**config.mk**
```make
export PLATFORM = sky130hd
export DESIGN_NAME = ifps_head_flat
export DESIGN_NICKNAME = d
export VERILOG_FILES = /design/src/sv/ifps_pkg.sv /design/src/sv/ifps_if.sv /design/src/sv/ifps_head.sv /design/src/flat_wrapper.sv
export SDC_FILE = /design/constraint.sdc
export NUM_CORES = 1
export LEC_CHECK = 0
export ABC_CLOCK_PERIOD_IN_PS = 4100
export BUFFER_PORTS_ARGS = -buffer_cell sky130_fd_sc_hd__buf_2
export CAP_MARGIN = 30
export CORE_AREA = 2 2 98 100
export DETAILED_ROUTE_END_ITERATION = 10
export DIE_AREA = 0 0 100 102
export PLACE_DENSITY = 0.66
export SYNTH_ARGS = -nofsm -noshare
export SYNTH_HDL_FRONTEND = slang
export SYNTH_SLANG_ARGS = --single-unit
export TNS_END_PERCENT = 30
```
**constraint.sdc**
```tcl
create_clock -name clock -period 4.1 [get_ports clock]
set_input_delay 0.82 -clock clock [delete_from_list [all_inputs] [get_ports clock]]
set_output_delay 0.82 -clock clock [all_outputs]
set_load 0.01 [all_outputs]
```
**src/sv/ifps_pkg.sv**
```systemverilog
// ---------------------------------------------------------------------------
// ifps_pkg: shared types for the interval follow/precede search
// Operation codes and the beat that travels along the row of subject cells.
// ---------------------------------------------------------------------------
`default_nettype none

package ifps_pkg;

   localparam int unsigned COORD_W = 32;
   localparam int unsigned INDEX_W = 10;

   typedef enum logic [1:0] {
      OP_LOAD    = 2'd0,
      OP_FOLLOW  = 2'd1,
      OP_PRECEDE = 2'd2,
      OP_CLEAR   = 2'd3
   } op_type;

   // one beat in flight along the row; index and count travel beside it
   typedef struct packed {
      logic                       valid;
      op_type                     op;
      logic signed [COORD_W-1:0]  subject_start;
      logic signed [COORD_W-1:0]  subject_end;
      logic signed [COORD_W-1:0]  query_position;
      logic                       hit;
      logic signed [COORD_W-1:0]  best_val;
   } beat_type;

endpackage

`default_nettype wire

```
**src/sv/ifps_if.sv**
```systemverilog
// ---------------------------------------------------------------------------
// ifps_if: request and response channels
// Valid/ready channels; a beat moves on an edge with valid and ready high.
// ---------------------------------------------------------------------------
`default_nettype none

interface ifps_req_if;
   logic                                   valid;
   logic                                   ready;
   logic [1:0]                             operation;
   logic signed [ifps_pkg::COORD_W-1:0]    subject_start;
   logic signed [ifps_pkg::COORD_W-1:0]    subject_end;
   logic signed [ifps_pkg::COORD_W-1:0]    query_position;

   modport source (output valid, operation, subject_start, subject_end, query_position,
                   input ready);
   modport sink   (input valid, operation, subject_start, subject_end, query_position,
                   output ready);
endinterface


`default_nettype wire

```
**src/sv/ifps_head.sv**
```systemverilog
// ---------------------------------------------------------------------------
// ifps_head: entry of the cell row
// Takes request beats, keeps the subject count and tags each beat with it.
// ---------------------------------------------------------------------------
`default_nettype none

module ifps_head #(
   parameter int unsigned MAX_SUBJECTS = 1024,
   parameter int unsigned CNT_W        = 11,
   parameter int unsigned IDX_W        = 10
) (
   input  wire logic             clock,
   input  wire logic             reset,
   input  wire logic             adv,
   ifps_req_if.sink              req_bus,
   output ifps_pkg::beat_type    beat_o,
   output logic [CNT_W-1:0]      count_o,
   output logic [IDX_W-1:0]      idx_o
);

   logic [CNT_W-1:0]   count_ff;
   logic [CNT_W-1:0]   count_in;
   ifps_pkg::op_type   op;
   logic               accept;

   assign op      = ifps_pkg::op_type'(req_bus.operation);
   assign accept  = req_bus.valid && adv;
   assign req_bus.ready = adv;

   always_comb begin
      count_in = count_ff;
      if (accept) begin
         case (op)
            ifps_pkg::OP_LOAD: begin
               if (count_ff < CNT_W'(MAX_SUBJECTS)) begin
                  count_in = count_ff + CNT_W'(1);
               end
            end
            ifps_pkg::OP_CLEAR: begin
               count_in = '0;
            end
            default: begin
               count_in = count_ff;
            end
         endcase
      end
   end

   always_ff @(posedge clock) begin
      if (reset) begin
         count_ff <= '0;
      end else begin
         count_ff <= count_in;
      end
   end

   // a load carries its slot in count; a full table matches no cell
   always_comb begin
      beat_o.valid          = req_bus.valid;
      beat_o.op             = op;
      beat_o.subject_start  = req_bus.subject_start;
      beat_o.subject_end    = req_bus.subject_end;
      beat_o.query_position = req_bus.query_position;
      beat_o.hit            = 1'b0;
      beat_o.best_val       = '0;
      count_o               = count_ff;
      idx_o                 = '0;
   end

endmodule

`default_nettype wire

```
**src/flat_wrapper.sv**
```systemverilog
// flat-port wrapper written by rule: the top's interface ports become plain ports
module ifps_head_flat 
#(
   parameter int unsigned MAX_SUBJECTS = 1024,
   parameter int unsigned CNT_W        = 11,
   parameter int unsigned IDX_W        = 10
)
  (clock, reset, adv, beat_o, count_o, idx_o, req_bus_valid, req_bus_operation, req_bus_subject_start, req_bus_subject_end, req_bus_query_position, req_bus_ready);
  ifps_req_if req_bus_i ();
  input  wire logic clock;
  input  wire logic reset;
  input  wire logic adv;
  output ifps_pkg::beat_type beat_o;
  output logic [CNT_W-1:0] count_o;
  output logic [IDX_W-1:0] idx_o;
  input wire logic [$bits(req_bus_i.valid)-1:0] req_bus_valid;
  input wire logic [$bits(req_bus_i.operation)-1:0] req_bus_operation;
  input wire logic [$bits(req_bus_i.subject_start)-1:0] req_bus_subject_start;
  input wire logic [$bits(req_bus_i.subject_end)-1:0] req_bus_subject_end;
  input wire logic [$bits(req_bus_i.query_position)-1:0] req_bus_query_position;
  output wire logic [$bits(req_bus_i.ready)-1:0] req_bus_ready;
  assign req_bus_i.valid = req_bus_valid;
  assign req_bus_i.operation = req_bus_operation;
  assign req_bus_i.subject_start = req_bus_subject_start;
  assign req_bus_i.subject_end = req_bus_subject_end;
  assign req_bus_i.query_position = req_bus_query_position;
  assign req_bus_ready = req_bus_i.ready;
  ifps_head #(.MAX_SUBJECTS(MAX_SUBJECTS), .CNT_W(CNT_W), .IDX_W(IDX_W)) u_core (.clock(clock), .reset(reset), .adv(adv), .req_bus(req_bus_i), .beat_o(beat_o), .count_o(count_o), .idx_o(idx_o));
endmodule
```
==> run metrics <==
H-Tree Depth=1; Worst Hold Class=flop to flop; Critical Path Fanout Max=9; boundary pin count=256; vias=829; status=finished, final reports clean; Max Buffers Root-to-Sink=2; Crit Path Class=input port to flop; synth-to-layout area growth=-39.6%; max reg flops=11; most frequent cells in the layout=conb_1, buf_2, dfxtp_1; wire length of the first global-routing pass=4.06 mm; latest clock arrival within the worst-skew pair=0.24 ns; drt first pass iters=4; Overflow after GRT=0; nets=233; Post-CTS Resized=0; Synth area leader=buf_4; P_leak=0.413 nW; fin crit share=0.504; Rel. slew slack=0.548; unrepaired setup endpoints after global routing=no; Peak VDD IR=62.7 uV; final slew viol count=0; crit path launch=req_bus_operation[1]; Worst Setup End Kind=flop; n_diodes=0; PwrDens=259 nW/um2; register-to-register setup slack=2.35 ns; Synth Instances=207; Num CTS Buffers=3; Synth area leaders=buf_4, dfxtp_1, a21oi_1; CTS sink count=11; final worst slack=2.03 ns; Startpoint Class=input port; Setup Viol. Count Final=0; DIE AREA=10,200 um2; Worst R2R Start=u_core.count_o[10]; vias in the first global route=681; critical path endpoint=u_core.count_o[5]; Worst Reg-to-Reg Cells=4; Required @ worst endpoint=4.27 ns; final hold vios=0; initial DRC count=48; setup bufs post-CTS=0; post-synth top area share=0.661; routability cong.=0.802; synth warn=0; Port Buffers=20; setup_tns=0 ns; hold buffer count at cts=0; flop and latch count out of synthesis=11; dpl ws=1.81 ns; proportion of layout cells with a drive suffix above 1=0.217; Worst Clk Skew=0.00157 ns; Non-Filler Instances=240; CP arrival=2.23 ns; FMAX=0.484 GHz; DR vias/cell=3.45; Max-cap violations=0; Reg clk slew, reported paths=0.05 ns; antenna violations before repair=0; Least-Margin Pin Slew=0.677 ns; r2r endpoint=u_core.count_o[5]; cell count after placement=236; minimum clock period=2.07 ns; Die Wd=100 um; antenna-violating nets left=0; Mean Syn Cell Area=7.85 um2; clock root buffer=clkbuf_8; TritonCTS clock tree=done; sequential share of the synthesized area=0.136; routed wire length=3.07 mm; pin count of the biggest net entering global routing=10; commonest non-fill, non-tap cell in the layout=conb_1; overall power=0.254 mW; Detailed Place HPWL=2.49 mm; core area=9110 um2; WL/cell=12.8 um; Die Y=102 um; Initial Util=0.178; row count=35; gr usage total=0.0566; drc violations=0; mapped cell area=1620 um2; synth unique cells=27
-- worst min-delay path by stage --
stage                 startpoint                 to  slack, ns  cells after the start
4_1_cts        u_core.count_o[5]  u_core.count_o[5]       0.51                      2
3_3_place_gp   u_core.count_o[5]  u_core.count_o[5]       0.49                      2
3_5_place_dp   u_core.count_o[5]  u_core.count_o[5]       0.49                      2
5_1_grt        u_core.count_o[5]  u_core.count_o[5]       0.56                      2
6_report       u_core.count_o[5]  u_core.count_o[5]       0.53                      2
2_1_floorplan  u_core.count_o[5]  u_core.count_o[5]       0.51                      2
-- area by class of cell --
type,instances,area [um2]
tap,111,139
timing repair buffer,20,100
sequential,11,220
multi-input combinational,91,465
fill,1047,8130
clock buffer,4,45.0
inverter,3,11.3
-- cells in the mapped netlist --
master	n
a2111oi_2	1
a211oi_1	2
a21o_1	1
a21oi_1	7
a21oi_2	1
a22oi_1	1
a311oi_1	1
a31o_2	2
a41oi_1	1
and3_1	1
buf_4	143
buf_6	1
conb_1	1
dfxtp_1	11
ha_1	1
inv_1	3
nand2_1	2
nand2_2	1
nand3_1	3
nand3b_1	1
nand4_1	4
nor2_1	9
nor3_1	1
o21bai_1	1
o31ai_1	2
or3_1	2
xnor2_1	3
-- metal layers --
metal  up-vias  GRT usage  part of all wire
met1       361     0.0472              0.30
met3        38     0.0492              0.21
li1        330          -                 -
met2       100     0.0691              0.38
met4         0     0.0790              0.11
met5         -          0                 0
-- through the flow --
stage	hold slack, ns	utilization	area, um2
6_report	0.529	0.108	981
5_1_grt	0.562	0.108	981
4_1_cts	0.506	0.108	981
3_5_place_dp	0.494	0.103	936
3_3_place_gp	0.493	0.103	936
2_1_floorplan	0.509	-	1780
-- power by group --
part           switching (mW)  internal, mW  leakage (nW)
sequential           0.000707         0.107        0.0886
combinational          0.0297       0.00529         0.301
clock                  0.0423        0.0684        0.0228
total                  0.0728         0.181         0.413
-- critical path: stages --
cell and delay (ns):
buf_2 0.11, or3_1 0.53, a21o_1 0.28, or3_1 0.34, a21oi_1 0.15
-- kinds of logic after synthesis --
| family | Yosys count | share of synthesized area |
|---|---|---|
| buffers and inverters | 147 | 0.675 |
| adders and majority gates | 1 | 0.00770 |
| other | 1 | 0.00231 |
| DFF | 11 | 0.136 |
| and+or+nand+nor | 24 | 0.0732 |
| xor gates and xnor gates | 3 | 0.0162 |
| AOI/OAI and AO/OA | 20 | 0.0901 |
No activity file was read; power rests on OpenSTA's default activity.
