## src/sv/ifps_pkg.sv

```systemverilog
// ---------------------------------------------------------------------------
// ifps_pkg: shared types for the interval follow/precede search
// Operation codes and the beat that travels along the row of subject cells.
// ---------------------------------------------------------------------------
`default_nettype none

package ifps_pkg;

   localparam int unsigned COORD_W = 32;
   localparam int unsigned INDEX_W = 10;

   typedef enum logic [1:0] {
      OP_LOAD    = 2'd0,
      OP_FOLLOW  = 2'd1,
      OP_PRECEDE = 2'd2,
      OP_CLEAR   = 2'd3
   } op_type;

   // one beat in flight along the row; index and count travel beside it
   typedef struct packed {
      logic                       valid;
      op_type                     op;
      logic signed [COORD_W-1:0]  subject_start;
      logic signed [COORD_W-1:0]  subject_end;
      logic signed [COORD_W-1:0]  query_position;
      logic                       hit;
      logic signed [COORD_W-1:0]  best_val;
   } beat_type;

endpackage

`default_nettype wire

```

## src/sv/ifps_if.sv

```systemverilog
// ---------------------------------------------------------------------------
// ifps_if: request and response channels
// Valid/ready channels; a beat moves on an edge with valid and ready high.
// ---------------------------------------------------------------------------
`default_nettype none


interface ifps_rsp_if;
   logic                               valid;
   logic                               ready;
   logic                               found;
   logic [ifps_pkg::INDEX_W-1:0]       subject_index;

   modport source (output valid, found, subject_index, input ready);
   modport sink   (input valid, found, subject_index, output ready);
endinterface

`default_nettype wire

```

## src/sv/ifps_tail.sv

```systemverilog
// ---------------------------------------------------------------------------
// ifps_tail: exit of the cell row
// Registers query results for the response channel and drives the row advance.
// ---------------------------------------------------------------------------
`default_nettype none

module ifps_tail #(
   parameter int unsigned IDX_W = 10
) (
   input  wire logic                clock,
   input  wire logic                reset,
   input  wire ifps_pkg::beat_type  beat_i,
   input  wire logic [IDX_W-1:0]    idx_i,
   output logic                     adv,
   ifps_rsp_if.source               rsp_bus
);

   logic                          rsp_valid_ff;
   logic                          found_ff;
   logic [ifps_pkg::INDEX_W-1:0]  index_ff;
   logic                          is_query;

   assign adv      = !rsp_valid_ff || rsp_bus.ready;
   assign is_query = (beat_i.op == ifps_pkg::OP_FOLLOW) ||
                     (beat_i.op == ifps_pkg::OP_PRECEDE);

   always_ff @(posedge clock) begin
      if (reset) begin
         rsp_valid_ff <= 1'b0;
      end else if (adv) begin
         rsp_valid_ff <= beat_i.valid && is_query;
      end
   end

   always_ff @(posedge clock) begin
      if (adv) begin
         found_ff <= beat_i.hit;
         index_ff <= beat_i.hit ? ifps_pkg::INDEX_W'(idx_i) : '0;
      end
   end

   assign rsp_bus.valid         = rsp_valid_ff;
   assign rsp_bus.found         = found_ff;
   assign rsp_bus.subject_index = index_ff;

endmodule

`default_nettype wire

```

## src/flat_wrapper.sv

```systemverilog
// flat-port wrapper written by rule: the top's interface ports become plain ports
module ifps_tail_flat 
#(
   parameter int unsigned IDX_W = 10
)
  (clock, reset, beat_i, idx_i, adv, rsp_bus_valid, rsp_bus_found, rsp_bus_subject_index, rsp_bus_ready);
  ifps_rsp_if rsp_bus_i ();
  input  wire logic clock;
  input  wire logic reset;
  input  wire ifps_pkg::beat_type beat_i;
  input  wire logic [IDX_W-1:0] idx_i;
  output logic adv;
  output wire logic [$bits(rsp_bus_i.valid)-1:0] rsp_bus_valid;
  output wire logic [$bits(rsp_bus_i.found)-1:0] rsp_bus_found;
  output wire logic [$bits(rsp_bus_i.subject_index)-1:0] rsp_bus_subject_index;
  input wire logic [$bits(rsp_bus_i.ready)-1:0] rsp_bus_ready;
  assign rsp_bus_valid = rsp_bus_i.valid;
  assign rsp_bus_found = rsp_bus_i.found;
  assign rsp_bus_subject_index = rsp_bus_i.subject_index;
  assign rsp_bus_i.ready = rsp_bus_ready;
  ifps_tail #(.IDX_W(IDX_W)) u_core (.clock(clock), .reset(reset), .beat_i(beat_i), .idx_i(idx_i), .adv(adv), .rsp_bus(rsp_bus_i));
endmodule
```

## config.mk

```make
export PLATFORM = sky130hd
export DESIGN_NAME = ifps_tail_flat
export DESIGN_NICKNAME = d
export VERILOG_FILES = /design/src/sv/ifps_pkg.sv /design/src/sv/ifps_if.sv /design/src/sv/ifps_tail.sv /design/src/flat_wrapper.sv
export SDC_FILE = /design/constraint.sdc
export NUM_CORES = 1
export LEC_CHECK = 0
export BUFFER_PORTS_ARGS = -buffer_cell sky130_fd_sc_hd__buf_2
export CAP_MARGIN = 10
export CORE_AREA = 2 2 61 63
export DETAILED_ROUTE_END_ITERATION = 16
export DIE_AREA = 0 0 63 65
export PLACE_DENSITY = 0.76
export SLEW_MARGIN = 20
export SYNTH_ARGS = -nofsm -noshare
export SYNTH_HDL_FRONTEND = slang
export SYNTH_SLANG_ARGS = --single-unit
```

## constraint.sdc

```tcl
create_clock -name clock -period 1.1 [get_ports clock]
set_clock_uncertainty 0.15 [all_clocks]
set_input_delay 0.165 -clock clock [delete_from_list [all_inputs] [get_ports clock]]
set_output_delay 0.165 -clock clock [all_outputs]
set_load 0.02 [all_outputs]
```

==> impl_metrics.env, run 1 <==
export IMPL_outcome="finished with violations"
export IMPL_violations="negative setup slack"
export IMPL_synth_edf_count=11
export IMPL_start_util=0.128
export IMPL_reg2reg_from="u_core.rsp_bus.valid$_SDFFE_PP0P_"
export IMPL_synth_area_top_cells="edfxtp_1 74%, and2_1 14%, dfxtp_1 4.5%"
export IMPL_internal_power_mw=0.840
export IMPL_seq_area_um2=352
export IMPL_worstSetupPathType="reg2out"
export IMPL_htreeDepth=1
export IMPL_drive_gt1_frac=0.590
export IMPL_cp_required_ns=0.78
export IMPL_ys_top_cells_by_count="11 x edfxtp_1, 10 x and2_1"
export IMPL_rows=22
export IMPL_synth_top_area_frac=0.737
export IMPL_path_delay_family="flip-flops"
export IMPL_clockBufferDepth=2
export IMPL_hold_path_class="in2reg"
export IMPL_track_usage=0.0505
export IMPL_seq_power_share=0.513
export IMPL_antenna_found_initial=0
export IMPL_die_x_um=63
export IMPL_synth_top_family_by_area="simple AND/OR/NAND/NOR gates"
export IMPL_die_h_um=65
export IMPL_slowest_delay_ns=0.40
export IMPL_synth_adder_area_share=0
export IMPL_cp_slowest_cell="edfxtp_1"
export IMPL_worst_pin_slew_ns=0.154
export IMPL_arrival_ns=0.82
export IMPL_switching_share=0.225
export IMPL_p_per_area_mw_per_mm2=1390
export IMPL_synth_top_area_cell="edfxtp_1"
export IMPL_timing_rr_end="u_core.rsp_bus.subject_index[0]$_SDFFCE_PN0P_"
export IMPL_critPathMaxFanout=1
export IMPL_end_kind="output port"
export IMPL_grt_pass1_vias=386
export IMPL_place_congestion=0.643
export IMPL_p_leak_nw=0.341
export IMPL_maxCapViolCount=0
export IMPL_holdPathEnd="u_core.rsp_bus.valid$_SDFFE_PP0P_"
export IMPL_drt_first_iter_violations=9
export IMPL_r2r_cells=2
export IMPL_yosys_area_share_simple=0.184
export IMPL_yosysMostFrequentCell="edfxtp_1"
export IMPL_drt_pass1_iter_count=2
export IMPL_power_switching_mw=0.244
export IMPL_ios=158
export IMPL_setup_slack_ns=-0.0310
export IMPL_synthMuxAreaShare=0
export IMPL_start_kind="flip-flop"
export IMPL_clkPwrFrac=0.312
export IMPL_fin_hold_ws_ns=0.0185
export IMPL_clock_fmax_mhz=884
export IMPL_clockRootBuffer="clkbuf_4"
export IMPL_routed_wl_mm=1.02
export IMPL_via_per_inst=3.11
export IMPL_fin_crit_sh=1.03
export IMPL_min_path_cells=3
export IMPL_pwr_share_comb=0.175
export IMPL_drc=0
export IMPL_async_reset_ff_frac=0
export IMPL_die_area_mm2=0.00410
export IMPL_clock_latency_ns=0.26
export IMPL_grt_pass1_wl_mm=1.54
export IMPL_ir_drop_v=0.000533
export IMPL_synth_seq_cells=12
export IMPL_wl_per_cell_um=9.36
export IMPL_cp_startpoint="u_core.rsp_bus.subject_index[1]$_SDFFCE_PN0P_"
export IMPL_synth_compound_area_share=0.0140
export IMPL_numCtsBuffers=3
export IMPL_cp_cell_sequence="buf_6"
export IMPL_cts_sinks=12
export IMPL_cts_tree="done"
export IMPL_avgSynthCellArea_um2=17.2
export IMPL_vias=339
export IMPL_synth_cells=26
export IMPL_synth_xor_area_share=0.0196
export IMPL_reg2reg_slack_ns=0.04
export IMPL_ys_warn_count=0
export IMPL_fillers=382
export IMPL_period_needed_ns=1.13
export IMPL_worstHoldStart="beat_i[131]"
export IMPL_nNetsFinal=207
export IMPL_rsz0062_at_grt="true"
export IMPL_finalHoldViolCount=0
export IMPL_grt_overflow=0
export IMPL_syn_to_final_growth_pct=74.0
export IMPL_multiInputGateArea_um2=97.6
export IMPL_n_antenna_cell=0
export IMPL_slew_violations=0
export IMPL_synth_nets=171
export IMPL_total_power_mw=1.08
export IMPL_critPathBufInv=1
export IMPL_clk_pin_slew_ns=0.07
export IMPL_slew_limit_headroom=0.897
export IMPL_syn_area_um2=448
export IMPL_ant_nets=0
export IMPL_synth_main_ff_cell="edfxtp_1"
export IMPL_core_mm2=0.00350
export IMPL_grt_max_degree=13
export IMPL_synthDistinctLibCells=7
export IMPL_io_buffers=29
export IMPL_fin_tns_setup_ns=-0.191
export IMPL_setup_viol=11
export IMPL_yosysSeqAreaShare=0.782
sequential cells by signal (all words and copies together), names as in the netlist:
| signal | count |
|---|---|
| u_core.rsp_bus.valid | 1 |
| u_core.rsp_bus.subject_index | 10 |
| u_core.rsp_bus.found | 1 |
layout by cell type (no fill, tap or decap):
cell,count
buf_2,17
nand2b_4,1
buf_4,2
xnor2_1,1
buf_6,11
dfxtp_2,1
clkbuf_4,3
o22ai_1,1
nand2b_1,1
clkbuf_8,1
and2_1,10
dlygate4sd3_1,1
edfxtp_1,11
how the worst max path moves through the flow:
stage,endpoint,slack (ns),depth (start not counted)
6_report,rsp_bus_subject_index[1],-0.03,1
5_1_grt,rsp_bus_subject_index[1],-0.07,1
4_1_cts,rsp_bus_subject_index[1],-0.05,1
3_5_place_dp,adv,0.1,2
3_3_place_gp,adv,0.11,2
2_1_floorplan,u_core.rsp_bus.found$_DFFE_PP_,0.03,1
kinds of logic after synthesis:
logic type | Yosys count
compound gates | 1
simple gates | 12
flops | 12
xor+xnor | 1
metal layers:
metal / wire length, um / global-route usage
met1: 346 / 0.0462
met2: 592 / 0.0971
met3: 81 / 0.0191
met4: 0 / 0.0250
met5: 0 / 0
through the flow:
step | util | area (um2) | setup slack [ns] | cells
global placement | 0.187 | 653 | 0.114 | 103
floorplan | - | 448 | 0.0259 | 26
global route | 0.223 | 779 | -0.0691 | 109
detailed placement | 0.187 | 653 | 0.0963 | 103
finish | 0.223 | 779 | -0.0310 | 109
CTS | 0.214 | 748 | -0.0540 | 109
power by group through the flow:
stage,Clock (mW),Sequential [mW],Combinational (mW)
floorplan,0,0.605,0.0287
global placement,0,0.555,0.143
detailed placement,0,0.556,0.148
CTS,0.355,0.552,0.174
global route,0.367,0.561,0.200
finish,0.338,0.556,0.189
repair_timing:
action / CTS / global route
setup endpoints to repair: 13 / 13
endpoints found under the hold margin: 1 / 0
hold buffers: 1 / 0
resized for setup: 14 / 10
pin swaps: 0 / 0
buffers inserted: 1 / 0
final cells by class:
| class | count | area share |
|---|---|---|
| Tap cell | 48 | 0.0770 |
| Sequential cell | 12 | 0.451 |
| Timing Repair Buffer | 31 | 0.300 |
| Clock buffer | 4 | 0.0465 |
| Multi-Input combinational cell | 14 | 0.125 |
Power figures use the tool's default switching activity.
==> run 2, diff against run 1 <==
==> constraint.sdc (replaced) <==
create_clock -name clock -period 1.1 [get_ports clock]
set_clock_uncertainty 0.15 [all_clocks]
set_input_delay 0.165 -clock clock [delete_from_list [all_inputs] [get_ports clock]]
set_output_delay 0.165 -clock clock [all_outputs]
set_load 0.005 [all_outputs]
==> run 2 against run 1 <==
Effect of this change: the flow still finishes with violations (negative setup slack); core utilization decreased by 1.9 points; critical path depth increased by 1; non-clock buffer count unchanged; combinational power decreased by 42%; count of clock-buffer cells in the layout unchanged; hold slack improved by 0.0028 ns; die area unchanged; total power decreased by 8.5%; routed wire length decreased by 8.9%; global-route usage decreased by 0.072 points; maximum frequency increased by 2.6%; critical endpoint is now adv; largest cell class unchanged.
==> impl_metrics.env, run 2 (synthesis gave the netlist of run 1 again) <==
export IMPL_min_path_cells=3
export IMPL_cts_sinks=12
export IMPL_clockBufferDepth=2
export IMPL_drive_gt1_frac=0.590
export IMPL_ant_nets=0
export IMPL_syn_to_final_growth_pct=59.5
export IMPL_drt_first_iter_violations=9
export IMPL_arrival_ns=0.79
export IMPL_rows=22
export IMPL_grt_pass1_vias=382
export IMPL_numCtsBuffers=3
export IMPL_track_usage=0.0498
export IMPL_largest_reg_flops=10
export IMPL_drt_pass1_iter_count=2
export IMPL_place_area_um2=653
export IMPL_power_switching_mw=0.189
export IMPL_die_x_um=63
export IMPL_placedCellCount=103
export IMPL_finalHoldViolCount=0
export IMPL_die_area_mm2=0.00410
export IMPL_clockRootBuffer="clkbuf_4"
export IMPL_internal_power_mw=0.803
export IMPL_fillers=388
export IMPL_routed_wl_um=929
export IMPL_slew_limit_headroom=0.897
export IMPL_fin_hold_ws_ns=0.0212
export IMPL_period_needed_ns=1.10
export IMPL_pwr_share_comb=0.111
export IMPL_rsz0062_at_grt="true"
export IMPL_worst_pin_slew_ns=0.154
export IMPL_outcome="finished with violations"
export IMPL_via_per_inst=3.10
export IMPL_ir_drop_v=0.000505
export IMPL_critPathMaxFanout=2
export IMPL_stdcell_count=109
export IMPL_cp_required_ns=0.78
export IMPL_mostFrequentLayoutCells="28 x buf_2, 11 x edfxtp_1, 10 x and2_1"
export IMPL_multiInputGateArea_um2=97.6
export IMPL_fin_crit_sh=1.00
export IMPL_cp_startpoint="u_core.rsp_bus.valid$_SDFFE_PP0P_"
export IMPL_maxCapViolCount=0
export IMPL_vias=338
export IMPL_cts_tree="done"
export IMPL_total_power_mw=0.992
export IMPL_clk_pin_slew_ns=0.07
export IMPL_grt_pass1_wl_mm=1.52
export IMPL_seq_area_um2=352
export IMPL_die_h_um=65
export IMPL_start_util=0.128
export IMPL_nNetsFinal=207
export IMPL_setup_viol=1
export IMPL_setup_slack_ns=-0.00264
export IMPL_hold_path_class="in2reg"
export IMPL_grt_max_degree=13
export IMPL_switching_share=0.191
export IMPL_end_kind="output port"
export IMPL_place_congestion=0.643
export IMPL_core_mm2=0.00350
export IMPL_slew_violations=0
export IMPL_place_ws_ns=0.129
export IMPL_drc=0
export IMPL_wl_per_cell_um=8.52
export IMPL_grt_overflow=0
export IMPL_r2r_cells=2
export IMPL_io_buffers=29
export IMPL_worstHoldStart="beat_i[131]"
export IMPL_reg2reg_from="u_core.rsp_bus.valid$_SDFFE_PP0P_"
export IMPL_mostFrequentLayoutCell="buf_2"
export IMPL_violations="negative setup slack"
export IMPL_worstSetupPathType="reg2out"
export IMPL_clock_fmax_mhz=907
export IMPL_seq_power_share=0.552
export IMPL_clock_latency_ns=0.26
export IMPL_htreeDepth=1
export IMPL_clkPwrFrac=0.337
export IMPL_fin_area_um2=714
export IMPL_antenna_found_initial=0
export IMPL_n_antenna_cell=0
export IMPL_ios=158
export IMPL_start_kind="flip-flop"
export IMPL_p_leak_nw=0.325
export IMPL_p_per_area_mw_per_mm2=1390
## run 2: final timing paths
kind | to | slack, ns
setup / recovery | adv | -0.003
hold reg to reg | u_core.rsp_bus.valid$_SDFFE_PP0P_ | 0.59
hold / removal | u_core.rsp_bus.valid$_SDFFE_PP0P_ | 0.02
setup reg to reg | u_core.rsp_bus.subject_index[7]$_SDFFCE_PN0P_ | 0.05
## run 2: power groups by stage
stage               clock network, mW  registers [mW]  logic [mW]
floorplan                           0           0.562      0.0269
global route                    0.372           0.553       0.122
CTS                             0.355           0.548       0.112
detailed placement                  0           0.556       0.105
global placement                    0           0.555       0.100
finish                          0.334           0.547       0.110
## run 2: critical path, stage by stage, from the launching register on
cell and delay [ns]:
dfxtp_2 0.35, nand2b_4 0.06, buf_6 0.11
## run 2: what timing repair did
| item | CTS | global route |
|---|---|---|
| buffers inserted | 1 | 0 |
| gates resized for setup | 2 | 0 |
| hold endpoints to repair | 1 | 0 |
| hold buffers | 1 | 0 |
| setup endpoints to repair | 5 | 12 |
## run 2: layout make-up
type | instances | area share
clock buffer | 4 | 0.0508
timing repair buffer | 31 | 0.236
sequential | 12 | 0.492
multi-input combinational | 14 | 0.137
tap | 48 | 0.0841
## run 2: layer usage
| layer | GRT usage | part of all wire | vias to the layer above |
|---|---|---|---|
| li1 | - | - | 162 |
| met1 | 0.0484 | 0.36 | 157 |
| met2 | 0.0918 | 0.56 | 19 |
| met3 | 0.0191 | 0.083 | 0 |
| met4 | 0.0250 | 0 | 0 |
| met5 | 0 | 0 | - |
## run 2: per-stage QoR
stage          setup TNS (ns)   util
2_1_floorplan               0      -
3_3_place_gp                0  0.187
3_5_place_dp                0  0.187
4_1_cts               -0.0524  0.204
5_1_grt                -0.294  0.204
6_report             -0.00264  0.204
